--- src/rtl/vta_pkg.sv ---
// shared widths, register indexes, reset values and op codes for the
// velocity thrust allocator; no dependencies
package vta_pkg;

  localparam int unsigned SpeedW = 16;
  localparam int unsigned ErrW   = 17;
  localparam int unsigned IntegW = 32;
  localparam int unsigned SurfW  = 40;
  localparam int unsigned DriveW = 36;
  localparam int unsigned AllocW = DriveW + 1;
  localparam int unsigned GainW  = 24;
  localparam int unsigned TickW  = 16;
  localparam int unsigned ForceW = 24;
  localparam int unsigned NumThr = 4;

  // shared multiplier: signed a times unsigned b, a split in two halves
  localparam int unsigned MacAW    = 48;
  localparam int unsigned MacBW    = 24;
  localparam int unsigned MacHalfW = MacAW / 2;
  localparam int unsigned MacPW    = MacAW + MacBW;

  // shared square root / divide unit
  localparam int unsigned RdNumW    = 61;
  localparam int unsigned RdDenW    = AllocW;
  localparam int unsigned RdResW    = 28;
  localparam int unsigned RdRootInW = 2 * RdResW;
  localparam int unsigned RdCntW    = 5;

  localparam int unsigned CfgIdxW = 3;
  localparam logic [CfgIdxW-1:0] CfgSurgeRoot   = 3'd0;
  localparam logic [CfgIdxW-1:0] CfgSurgeLinear = 3'd1;
  localparam logic [CfgIdxW-1:0] CfgSurgeWeight = 3'd2;
  localparam logic [CfgIdxW-1:0] CfgSwayRoot    = 3'd3;
  localparam logic [CfgIdxW-1:0] CfgSwayLinear  = 3'd4;
  localparam logic [CfgIdxW-1:0] CfgSwayWeight  = 3'd5;
  localparam logic [CfgIdxW-1:0] CfgMaxThrust   = 3'd6;
  localparam logic [CfgIdxW-1:0] CfgTickPeriod  = 3'd7;

  localparam logic [GainW-1:0] RootGainRst  = 24'd6554;
  localparam logic [GainW-1:0] LinGainRst   = 24'd66;
  localparam logic [GainW-1:0] WeightRst    = 24'd66;
  localparam logic [GainW-1:0] MaxThrustRst = 24'd26214;
  localparam logic [TickW-1:0] TickRst      = 16'd1311;

  // sqrt(2)/4 in Q0.16
  localparam logic [MacBW-1:0] AllocK = 24'd23170;

  typedef enum logic {
    RD_ROOT,
    RD_DIV
  } rd_op_e;

endpackage

--- src/rtl/vta_rootdiv.sv ---
// shared iterative unit: floor square root one bit per cycle, or restoring
// division one quotient bit per cycle, on one compare/subtract; uses vta_pkg
module vta_rootdiv (
  input  logic                           clk_i,
  input  logic                           rst_ni,
  input  logic                           start_i,
  input  vta_pkg::rd_op_e                op_i,
  input  logic [vta_pkg::RdNumW-1:0]     num_i,
  input  logic [vta_pkg::RdDenW-1:0]     den_i,
  output logic                           done_o,
  output logic [vta_pkg::RdResW-1:0]     res_o
);

  typedef enum logic [1:0] {
    R_IDLE,
    R_RUN,
    R_DONE
  } rd_state_e;

  rd_state_e                      state_q;
  vta_pkg::rd_op_e                op_q;
  logic [vta_pkg::RdNumW-1:0]     acc_q;
  logic [vta_pkg::RdNumW-1:0]     aux_q;
  logic [vta_pkg::RdNumW-1:0]     bit_q;
  logic [vta_pkg::RdResW-1:0]     quo_q;
  logic [vta_pkg::RdCntW-1:0]     cnt_q;

  logic [vta_pkg::RdNumW-1:0] trial;
  logic [vta_pkg::RdNumW-1:0] diff;
  logic                       ge;

  always_comb begin
    trial = (op_q == vta_pkg::RD_ROOT) ? aux_q + bit_q : aux_q;
    ge    = (acc_q >= trial);
    diff  = acc_q - trial;
  end

  always_ff @(posedge clk_i or negedge rst_ni) begin
    if (!rst_ni) begin
      state_q <= R_IDLE;
      op_q    <= vta_pkg::RD_ROOT;
      acc_q   <= '0;
      aux_q   <= '0;
      bit_q   <= '0;
      quo_q   <= '0;
      cnt_q   <= '0;
    end else begin
      unique case (state_q)
        R_IDLE: begin
          if (start_i) begin
            op_q  <= op_i;
            quo_q <= '0;
            bit_q <= vta_pkg::RdNumW'(1) << (vta_pkg::RdRootInW - 2);
            if (op_i == vta_pkg::RD_ROOT) begin
              acc_q <= vta_pkg::RdNumW'(num_i[vta_pkg::RdRootInW-1:0]);
              aux_q <= '0;
              cnt_q <= vta_pkg::RdCntW'(vta_pkg::RdResW);
            end else begin
              acc_q <= num_i;
              // divisor lined up with the top quotient bit
              aux_q <= vta_pkg::RdNumW'(den_i) << (vta_pkg::ForceW - 1);
              cnt_q <= vta_pkg::RdCntW'(vta_pkg::ForceW);
            end
            state_q <= R_RUN;
          end
        end
        R_RUN: begin
          if (ge) begin
            acc_q <= diff;
          end
          if (op_q == vta_pkg::RD_ROOT) begin
            aux_q <= ge ? (aux_q >> 1) + bit_q : aux_q >> 1;
            bit_q <= bit_q >> 2;
          end else begin
            aux_q <= aux_q >> 1;
            quo_q <= {quo_q[vta_pkg::RdResW-2:0], ge};
          end
          cnt_q <= cnt_q - vta_pkg::RdCntW'(1);
          if (cnt_q == vta_pkg::RdCntW'(1)) begin
            state_q <= R_DONE;
          end
        end
        R_DONE: begin
          state_q <= R_IDLE;
        end
        default: state_q <= R_IDLE;
      endcase
    end
  end

  assign done_o = (state_q == R_DONE);
  assign res_o  = (op_q == vta_pkg::RD_ROOT) ? aux_q[vta_pkg::RdResW-1:0] : quo_q;

endmodule

--- config.mk ---
export PLATFORM = sky130hd
export DESIGN_NAME = vta_rootdiv
export DESIGN_NICKNAME = d
export VERILOG_FILES = /design/src/rtl/vta_pkg.sv /design/src/rtl/vta_rootdiv.sv
export SDC_FILE = /design/constraint.sdc
export NUM_CORES = 1
export LEC_CHECK = 0
export ABC_AREA = 0
export BUFFER_PORTS_ARGS = -buffer_cell sky130_fd_sc_hd__buf_2
export CORE_ASPECT_RATIO = 1.5
export CORE_MARGIN = 3
export CORE_UTILIZATION = 55
export CTS_CLUSTER_SIZE = 20
export DETAILED_ROUTE_END_ITERATION = 7
export PLACE_DENSITY = 0.77
export SKIP_CTS_REPAIR_TIMING = 1
export SLEW_MARGIN = 20
export SYNTH_ARGS = -nofsm -noshare
export SYNTH_HDL_FRONTEND = slang
export SYNTH_SLANG_ARGS = --single-unit
--- constraint.sdc ---
create_clock -name clk_i -period 8.6 [get_ports clk_i]
set_input_delay 1.29 -clock clk_i [delete_from_list [all_inputs] [get_ports clk_i]]
set_output_delay 1.29 -clock clk_i [all_outputs]
set_load 0.005 [all_outputs]
=== Word level (Yosys, flattened, before mapping) ===
Index checks and enable logic that the tools add are counted.
W data, S select, Z words.

* Logic and storage cells: 51
* Bits of input ports: 102
* Bits in registers: 219

* Magnitude comparators: 1
* Add/sub/neg operators: 4
* Mux-type cells: 23
* Reductions and logical operators: 8
* Equality and inequality tests: 8

{| class="wikitable"
|+ Operator list
! kind !! number
|-
| $mux W61 || 9
|-
| $pmux W61 S2 || 3
|-
| $mux W28 || 3
|-
| $add A60 B61 Y61 || 1
|-
| $add A61 B61 Y61 || 1
|-
| $ge A61 B61 Y1 || 1
|-
| $sub A61 B61 Y61 || 1
|-
| $mux W60 || 1
|-
| $pmux W28 S2 || 1
|-
| $ne A2 B2 Y1 const B || 5
|-
| $pmux W5 S2 || 1
|-
| $reduce_and A3 Y1 || 3
|-
| $reduce_and A2 Y1 || 3
|-
| $eq A5 B1 Y1 const B || 1
|-
| $mux W5 || 1
|-
| $sub A5 B1 Y5 const B || 1
|-
| $mux W2 || 2
|-
| $pmux W2 S2 || 1
|-
| $mux W3 || 1
|-
| $eq A2 B1 Y1 const B || 1
|-
| $eq A2 B2 Y1 const B || 1
|-
| $logic_not A2 Y1 || 1
|-
| $reduce_bool A2 Y1 || 1
|}

=== Depth between registers and ports, before layout ===
Gate-level depths: netlist (run 1).

* Depth in word-level cells: 6
* Depth in mapped cells: 26
* Depth with buffers taken out: 23

=== Least setup slack after synthesis (run 1) ===
Ideal clock, no wire load.

* Kind: flip-flop to flip-flop
* From: register aux_q[0] (netlist name)
* To: register aux_q[58] (netlist name)
* Library setup time: 0.133 ns
* Path buffers: 2
* Data required time: 8.467 ns
* Stages on the path, launching flop included: 26
* Arrival: 4.917 ns
* Slack: 3.549 ns
* Cell sequence: dfrtp_1 -> ha_1 -> ha_1 -> a21o_1 -> a31o_2 -> a31oi_1 -> o21ai_0 -> a2bb2oi_1 -> o21ai_0 -> a221oi_1 -> o21ai_0 -> o21ai_0 -> a21oi_1 -> ha_1 -> a21oi_1 -> o21ai_1 -> a211oi_2 -> a2111oi_2 -> or3_2 -> a21oi_4 -> a21oi_2 -> buf_6 -> buf_6 -> nand3_1 -> xor2_1 -> o22ai_1

* Cells in the longest elaborated chain, start to end: 6

{| class="wikitable"
|+ Ends and longest elaborated chain
! item !! RTL line !! RTL
|-
| start, declared || vta_rootdiv.sv:23 || <nowiki>logic [vta_pkg::RdNumW-1:0] aux_q;</nowiki>
|-
| start signal, assigned || vta_rootdiv.sv:61 || <nowiki>aux_q <= vta_pkg::RdNumW'(den_i) << (vta_pkg::ForceW - 1);</nowiki>
|-
| start signal, assigned || vta_rootdiv.sv:72 || <nowiki>aux_q <= ge ? (aux_q >> 1) + bit_q : aux_q >> 1;</nowiki>
|-
| start signal, assigned || vta_rootdiv.sv:75 || <nowiki>aux_q <= aux_q >> 1;</nowiki>
|-
| $add A61 B61 Y61 || vta_rootdiv.sv:33 || <nowiki>trial = (op_q == vta_pkg::RD_ROOT) ? aux_q + bit_q : aux_q;</nowiki>
|-
| $mux W61 * || vta_rootdiv.sv:33 ||
|-
| $ge A61 B61 Y1 * || vta_rootdiv.sv:34 || <nowiki>ge = (acc_q >= trial);</nowiki>
|-
| $mux W61 * || vta_rootdiv.sv:72 ||
|-
| $mux W61 * || vta_rootdiv.sv:71 || <nowiki>if (op_q == vta_pkg::RD_ROOT) begin</nowiki>
|-
| $pmux W61 S2 * || vta_rootdiv.sv:48 || <nowiki>unique case (state_q)</nowiki>
|}

Mark *: on every way between the ends. The rest lies on a longest branch, timed or not.
A chain may end at the register's enable or synchronous reset.

=== Final worst setup path (run 1) ===
* From: register aux_q[0] (netlist name)
* To: register aux_q[33] (netlist name)

The elaborated chain is that of the path after synthesis.

==> summary.txt, run 1 <==
Clock network
  – Max Root-Sink Buffers: 2
  – Number of buffers inserted during clock tree synthesis: 17
  – Total clock sinks: 186
  – Reg clk slew, reported paths: 0.08 ns
  – CTS H-tree lvls: 4
  – CTS root buffer: clkbuf_16
  – Insertion delay to the later sink of the worst-skew pair: 0.47 ns
  – TritonCTS clock tree: built

Worst setup path
  – Critical register-to-register path startpoint: aux_q[0]
  – Endpoint of the most critical register-to-register path: aux_q[33]
  – Arrival time at the worst endpoint: 7.24 ns
  – Worst EP required: 8.92 ns
  – Type of origin of the critical path: register
  – Crit path launch: aux_q[0]
  – Worst-path maximum fanout: 41
  – Length in cells of the worst reg-to-reg path: 24
  – Crit Path Class: reg2reg
  – Worst setup endpoint: aux_q[33]
  – Category of the worst setup path capture point: register
  – Register-to-register path setup slack: 1.68 ns

STA
  – Count of final setup violators: 0
  – Share of the cycle needed by the critical path after routing: 0.804
  – Minimum clock period after layout: 6.92 ns
  – Final count of hold timing violations: 0
  – Largest clock skew in the final design: 0.0156 ns
  – Final Max Tran Viols: 0
  – Total negative slack for setup checks: 0 ns
  – Max Clock Freq: 0.145 GHz
  – Max-slew headroom at the worst pin: 0.333
  – Setup repair after global routing missed its margin: false
  – Tightest Pin Transition: 1.00 ns

Drt
  – Post-DR vias/cell: 6.39
  – Initial DRT Pass Iterations: 6
  – Initial DRC Count: 1028
  – Post-DR wirelength/cell: 21.6 um
  – Total number of vias: 16400
  – Final ANT Viol Nets: 0
  – Remaining DRCs: 0
  – Post-Route WL: 55400 um

Logic synthesis
  – Number of enable flip-flop cells after synthesis: 0
  – Number of library cell types mapped by synthesis: 94
  – Cell taking the most area after synthesis: dfrtp_1
  – Largest family of logic cells by synthesized area: compound AO/OA/AOI/OAI gates
  – Synthesized-area fraction occupied by and/or/nand/nor cells: 0.191
  – Leading post-synthesis cells by instance count: nand2_1 (245), nor2_1 (198), dfrtp_1 (186), a21oi_1 (178), o21ai_0 (152)
  – Number of storage elements in the synthesis netlist: 186
  – Xor and xnor fraction of the mapped netlist area: 0.0778
  – Compound-gate portion of the synthesized area: 0.284
  – Synthesized-area fraction occupied by adder cells: 0.0908
  – Cells taking the most area after synthesis: dfrtp_1 (28%), ha_1 (9.0%), nand2_1 (5.4%), a21oi_1 (5.3%), o21ai_0 (4.5%)
  – Most frequent cell after synthesis: nand2_1
  – Gate Count Post-Synth: 2124
  – Netlist area before placement: 16900 um^2
  – Commonest register cell after synthesis: dfrtp_1
  – Portion of netlist area occupied by mux cells: 0.0335
  – Mean cell area of the mapped netlist: 7.95 um^2
  – Sequential element share of the synthesized area: 0.276
  – Synth Net Count: 2348
  – Synthesis Warnings: 0
  – Yosys top cell area share: 0.276
  – Fraction of registers with async set or reset after synthesis: 1.00

GRT
  – Overall Global Routing Usage: 0.334
  – Via count of the first global-routing pass: 16100
  – Fraction of met3 tracks used by global routing: 0.0365
  – Busiest grt layer: met2
  – Met2 track utilization from global routing: 0.604
  – Largest net degree at the start of global routing: 88
  – Global-route wire length before repair: 86700 um
  – Grt total ovfl: 0
  – Antenna violations before repair: 1
  – Met1 routing resource usage after global routing: 0.366

Die
  – # IOs: 131
  – Core Box Area: 30300 um^2
  – Floorplan die area: 32900 um^2
  – Initial standard-cell utilization of the core: 0.558
  – Die height: 221 um
  – Width of the chip: 149 um
  – Number of cell rows: 78

Finish
  – Final nets: 2371
  – Multi-input logic area: 11500 um^2
  – Area growth, synth to finish: 7.47%
  – Combined flip-flop and latch cell area: 4660 um^2
  – Fraction of final layout cells with drive strength greater than 1: 0.121
  – Filler Cells Inserted: 2810

Place
  – Final GP Congestion: 0.984
  – HPWL reported at the end of detailed placement: 42500 um
  – Count of buffers inserted at the top-level ports: 130

Hold path
  – Hold Startpoint: cnt_q[3]
  – Type of the most critical hold path: reg2reg

Flow run
  – Number of maximum-capacitance constraint violations: 0

Run status
  – Result of the run: finished clean
[critical path, stage by stage (launching register included)]
cell and delay [ns]:
dfrtp_1 0.43, ha_1 0.24, ha_1 0.21, a21o_1 0.19, a31o_2 0.27, a31oi_1 0.23, o21ai_0 0.19, a2bb2oi_1 0.25
o21ai_0 0.22, a21o_1 0.32, a21oi_1 0.21, mux2i_1 0.21, a211oi_1 0.10, ha_1 0.51, nand2_1 0.10, o21ai_0 0.41
nor2_1 0.13, a2111oi_2 0.42, or3_2 0.21, a21oi_4 0.09, a21oi_4 0.80, buf_4 0.55, nor2b_1 0.22, xnor2_1 0.12
o21ai_0 0.09
[layout make-up]
| type | instances | area share |
|---|---|---|
| Multi-Input combinational cell | 1754 | 0.632 |
| Sequential cell | 186 | 0.257 |
| Timing Repair Buffer | 145 | 0.0425 |
| Tap cell | 400 | 0.0276 |
| Clock buffer | 19 | 0.0244 |
| Inverter | 43 | 0.00889 |
| Clock inverter | 13 | 0.00738 |
| Antenna cell | 1 | 0.000138 |
[metal layers]
metal | share of wire | wire, um
met1 | 0.38 | 20800
met2 | 0.51 | 28500
met3 | 0.036 | 1990
met4 | 0.075 | 4160
met5 | 0 | 0
[worst min path at each step]
| stage | endpoint | slack (ns) | cells past startpoint |
|---|---|---|---|
| after floorplan | quo_q[0] | 0.47 | 2 |
| after global placement | quo_q[27] | 0.48 | 1 |
| after detailed placement | cnt_q[3] | 0.50 | 1 |
| after CTS | cnt_q[3] | 0.51 | 1 |
| after global routing | quo_q[4] | 0.54 | 1 |
| final | cnt_q[3] | 0.51 | 1 |
[layout by cell type (no fill, tap or decap), types with 15 or more instances in the layout]
cell type | netlist | final
a21oi_1 | 178 | 177
inv_1 | 43 | 43
nand4_1 | 52 | 52
o21bai_1 | 26 | 26
nand2_1 | 245 | 244
nor2b_1 | 26 | 25
xnor2_1 | 86 | 86
buf_2 | 37 | 129
clkbuf_16 | 0 | 17
a22o_1 | 57 | 57
ha_1 | 121 | 121
o21ai_1 | 24 | 24
mux2_2 | 28 | 28
o21ai_0 | 152 | 152
a31o_2 | 15 | 15
a21o_1 | 41 | 41
a22oi_1 | 24 | 24
mux2i_1 | 25 | 25
xor2_1 | 64 | 64
buf_4 | 3 | 15
nand3_1 | 49 | 49
nor2_1 | 198 | 194
and3_1 | 20 | 20
nor3_1 | 28 | 28
a31oi_1 | 91 | 91
o21a_1 | 19 | 19
dfrtp_1 | 186 | 185
[stage by stage]
| stage | setup slack [ns] | hold slack, ns | area (um^2) | util | cells |
|---|---|---|---|---|---|
| 2_1_floorplan | 3.55 | 0.467 | 16900 | - | 2124 |
| 3_3_place_gp | 1.91 | 0.485 | 17600 | 0.581 | 2528 |
| 3_5_place_dp | 1.77 | 0.502 | 17600 | 0.581 | 2528 |
| 4_1_cts | 1.71 | 0.512 | 18100 | 0.600 | 2560 |
| 5_1_grt | 0.978 | 0.543 | 18200 | 0.600 | 2561 |
| 6_report | 1.68 | 0.508 | 18200 | 0.600 | 2561 |
[cell families after synthesis]
family,count (synthesis)
AOI/OAI and AO/OA,730
xor gates and xnor gates,150
adders and majority gates,122
buffers and inverters,184
DFF,186
muxes,53
and+or+nand+nor,699
[registers in the layout, summed over array words and instances, names as in the netlist]
| register | cells |
|---|---|
| acc_q | 61 |
| aux_q | 61 |
| bit_q | 28 |
| quo_q | 28 |
| cnt_q | 5 |
| state_q | 2 |
| op_q | 1 |
Power of run 1 is not shown: default switching activity piles up to over one toggle a cycle in this logic, so the estimate is an artifact.
==> inputs of run 2 (changes only) <==
Settings changed: ABC_AREA 0 to 1, PLACE_DENSITY 0.77 to 0.79.
Clock period 8.6 ns to 5.7 ns, I/O delays scaled along.
==> summary.txt, run 2 <==
Finish
  – Largest registers: acc_q (61), aux_q (61)
  – Area growth, synth to finish: 9.49%
  – Most common cell after layout, fill and taps aside: nand2_1
  – Most used cells in the layout excluding fill and tap cells: nand2_1 (994), inv_1 (519), nor2_1 (429)
  – Final nets: 3841 (+62%)
  – Final antenna diode count: 0 (-1)
  – Fraction of final layout cells with drive strength greater than 1: 0.0689 (-0.0524)

STA
  – Tightest Pin Transition: 1.09 ns (+0.0895 ns)
  – Total negative slack for setup checks: 0 ns (unchanged)
  – Setup repair after global routing missed its margin: false
  – Count of final setup violators: 0 (unchanged)
  – Final count of hold timing violations: 0 (unchanged)
  – Max Clock Freq: 0.189 GHz (+31%)
  – Hold slack final: 0.442 ns (-0.0660 ns)
  – Share of the cycle needed by the critical path after routing: 0.928 (+0.124)
  – Minimum clock period after layout: 5.29 ns (-1.63 ns)
  – Final Max Tran Viols: 0 (unchanged)
  – Largest clock skew in the final design: 0.0188 ns (+0.00321 ns)
  – Max-slew headroom at the worst pin: 0.273 (-0.0597)

GRT
  – Global-route wire length before repair: 124000 um (+43%)
  – Antenna violations before repair: 1 (unchanged)
  – Overall Global Routing Usage: 0.404 (+0.0702)
  – Grt total ovfl: 0 (unchanged)
  – Largest net degree at the start of global routing: 103 (+17%)
  – Via count of the first global-routing pass: 23100 (+43%)

Logic synthesis
  – Mean cell area of the mapped netlist: 5.82 um^2 (-27%)
  – Leading post-synthesis cells by instance count: nand2_1 (995), inv_1 (519), nor2_1 (431), o21ai_0 (294), nand3_1 (249)
  – Yosys top cell area share: 0.227 (-0.0482)
  – Fraction of registers with async set or reset after synthesis: 1.00 (unchanged)
  – Number of storage elements in the synthesis netlist: 186 (unchanged)
  – Largest family of logic cells by synthesized area: simple AND/OR/NAND/NOR gates
  – Number of library cell types mapped by synthesis: 46 (-51%)
  – Cells taking the most area after synthesis: dfrtp_1 (23%), nand2_1 (18%), inv_1 (9.5%), nor2_1 (7.9%), ha_1 (7.4%)
  – Netlist area before placement: 20500 um^2 (+21%)
  – Synthesized-area fraction occupied by and/or/nand/nor cells: 0.359 (+0.168)
  – Most frequent cell after synthesis: nand2_1
  – Gate Count Post-Synth: 3516 (+66%)
  – Synth Net Count: 3740 (+59%)
  – Commonest register cell after synthesis: dfrtp_1
  – Cell taking the most area after synthesis: dfrtp_1
  – Synthesis Warnings: 0 (unchanged)
  – Number of enable flip-flop cells after synthesis: 0 (unchanged)
  – Xor and xnor fraction of the mapped netlist area: 0.0282 (-0.0495)
  – Compound-gate portion of the synthesized area: 0.194 (-0.0891)
  – Sequential element share of the synthesized area: 0.227 (-0.0482)
  – Portion of netlist area occupied by mux cells: 0 (-0.0335)
  – Synthesized-area fraction occupied by adder cells: 0.0749 (-0.0159)

Worst setup path
  – Worst-path maximum fanout: 15 (-63%)
  – Type of origin of the critical path: register
  – Endpoint of the most critical register-to-register path: acc_q[43]
  – Worst setup endpoint: acc_q[43]
  – Register-to-register path setup slack: 0.41 ns (-1.27 ns)
  – Arrival time at the worst endpoint: 5.70 ns (-1.54 ns)
  – Length in cells of the worst reg-to-reg path: 26 (+8.3%)
  – Worst EP required: 6.11 ns (-2.81 ns)
  – Crit Path Class: reg2reg
  – Category of the worst setup path capture point: register
  – Critical register-to-register path startpoint: aux_q[8]
  – Crit path launch: aux_q[8]

Place
  – HPWL reported at the end of detailed placement: 65300 um (+54%)
  – Final GP Congestion: 1.08 (+9.9%)
  – Count of buffers inserted at the top-level ports: 130 (unchanged)

Die
  – # IOs: 131 (unchanged)
  – Number of cell rows: 85 (+9.0%)
  – Floorplan die area: 39600 um^2 (+20%)
  – Initial standard-cell utilization of the core: 0.564 (+0.00616)
  – Width of the chip: 164 um (+9.7%)
  – Core Box Area: 36300 um^2 (+20%)
  – Die height: 242 um (+9.8%)

Drt
  – Initial DRT Pass Iterations: 8 (+2)
  – Highest metal layer with signal wires: met5
  – Post-Route WL: 82000 um (+48%)
  – Initial DRC Count: 2198 (+110%)
  – Routed met3 length: 6030 um (+200%)
  – Total number of vias: 24200 (+48%)
  – Wl on met1: 29600 um (+42%)
  – Detailed route wirelength on metal2: 38700 um (+36%)
  – Final ANT Viol Nets: 0 (unchanged)
  – Post-DR vias/cell: 5.90 (-7.7%)
  – Remaining DRCs: 0 (unchanged)
  – Post-DR wirelength/cell: 20.0 um (-7.8%)

Clock network
  – TritonCTS clock tree: built
  – Number of buffers inserted during clock tree synthesis: 17 (unchanged)
  – CTS H-tree lvls: 4 (unchanged)
  – Insertion delay to the later sink of the worst-skew pair: 0.49 ns (+0.02 ns)
  – Reg clk slew, reported paths: 0.09 ns (about the same)
  – Total clock sinks: 186 (unchanged)
  – Max Root-Sink Buffers: 2 (unchanged)
  – CTS root buffer: clkbuf_16

Flow run
  – Number of maximum-capacitance constraint violations: 0 (unchanged)

Hold path
  – Type of the most critical hold path: in2async

Run status
  – Result of the run: finished clean
==> run 2: cell count changes in the layout (fill, tap and decap cells not counted), moves of 58 or more <==
cell / delta
nor2_1: +235
inv_1: +476
xnor2_1: -71
nand2_1: +750
a21oi_1: +58
o21ai_0: +142
nand3_1: +200
==> run 2: logic make-up after synthesis <==
family | after synthesis
AOI/OAI and AO/OA | 730
xor gates and xnor gates | 66
adders and majority gates | 122
buffers and inverters | 616
DFF | 186
and+or+nand+nor | 1796
==> run 2: how the worst min path moves through the flow <==
stage,from,endpoint,slack (ns)
finish,rst_ni,acc_q[13],0.44
global route,rst_ni,acc_q[13],0.49
CTS,rst_ni,acc_q[13],0.48
detailed placement,acc_q[57],acc_q[57],0.48
global placement,acc_q[57],acc_q[57],0.47
floorplan,cnt_q[4],cnt_q[4],0.45
==> run 2: area by class of cell <==
type	instances	area [um^2]
Clock inverter	15	239
Tap cell	478	598
Clock buffer	17	425
Inverter	525	1970
Sequential cell	186	4660
Timing Repair Buffer	173	1060
Multi-Input combinational cell	2714	13500
Fill cell	3805	13900
==> run 2: per-stage QoR <==
step,utilization,setup WS (ns),area [um^2],instances
after floorplan,-,1.73,20500,3516
after global placement,0.600,0.676,21700,4076
after detailed placement,0.600,0.625,21700,4076
after CTS,0.618,0.588,22400,4108
after global routing,0.618,0.0725,22400,4108
final,0.618,0.409,22400,4108
==> run 2: per-layer routing <==
| metal | GRT usage | vias to the layer above |
|---|---|---|
| met3 | 0.0559 | 363 |
| met1 | 0.460 | 11100 |
| met4 | 0.313 | 2 |
| met5 | 0 | - |
| li1 | - | 11600 |
| met2 | 0.673 | 1183 |
==> run 2: critical path: stages, from the launching register on <==
cell	delay (ns)
dfrtp_1	0.46
ha_1	0.36
nand2_1	0.10
o21ai_0	0.43
nand2_1	0.09
nand2_1	0.22
a21boi_0	0.29
o21bai_1	0.30
nand2_1	0.18
nand2_1	0.09
nand2_1	0.05
nand3_1	0.11
o21ai_0	0.17
ha_1	0.44
nand2_1	0.11
inv_1	0.08
nand2_1	0.12
nor2_1	0.25
nand3_1	0.14
a21oi_2	0.20
nor2_4	0.08
nand2_4	0.18
nand2_4	0.08
nand2_4	0.10
buf_4	0.26
o21ai_0	0.14
o21ai_1	0.17
Power of run 2 is left out for the same reason.
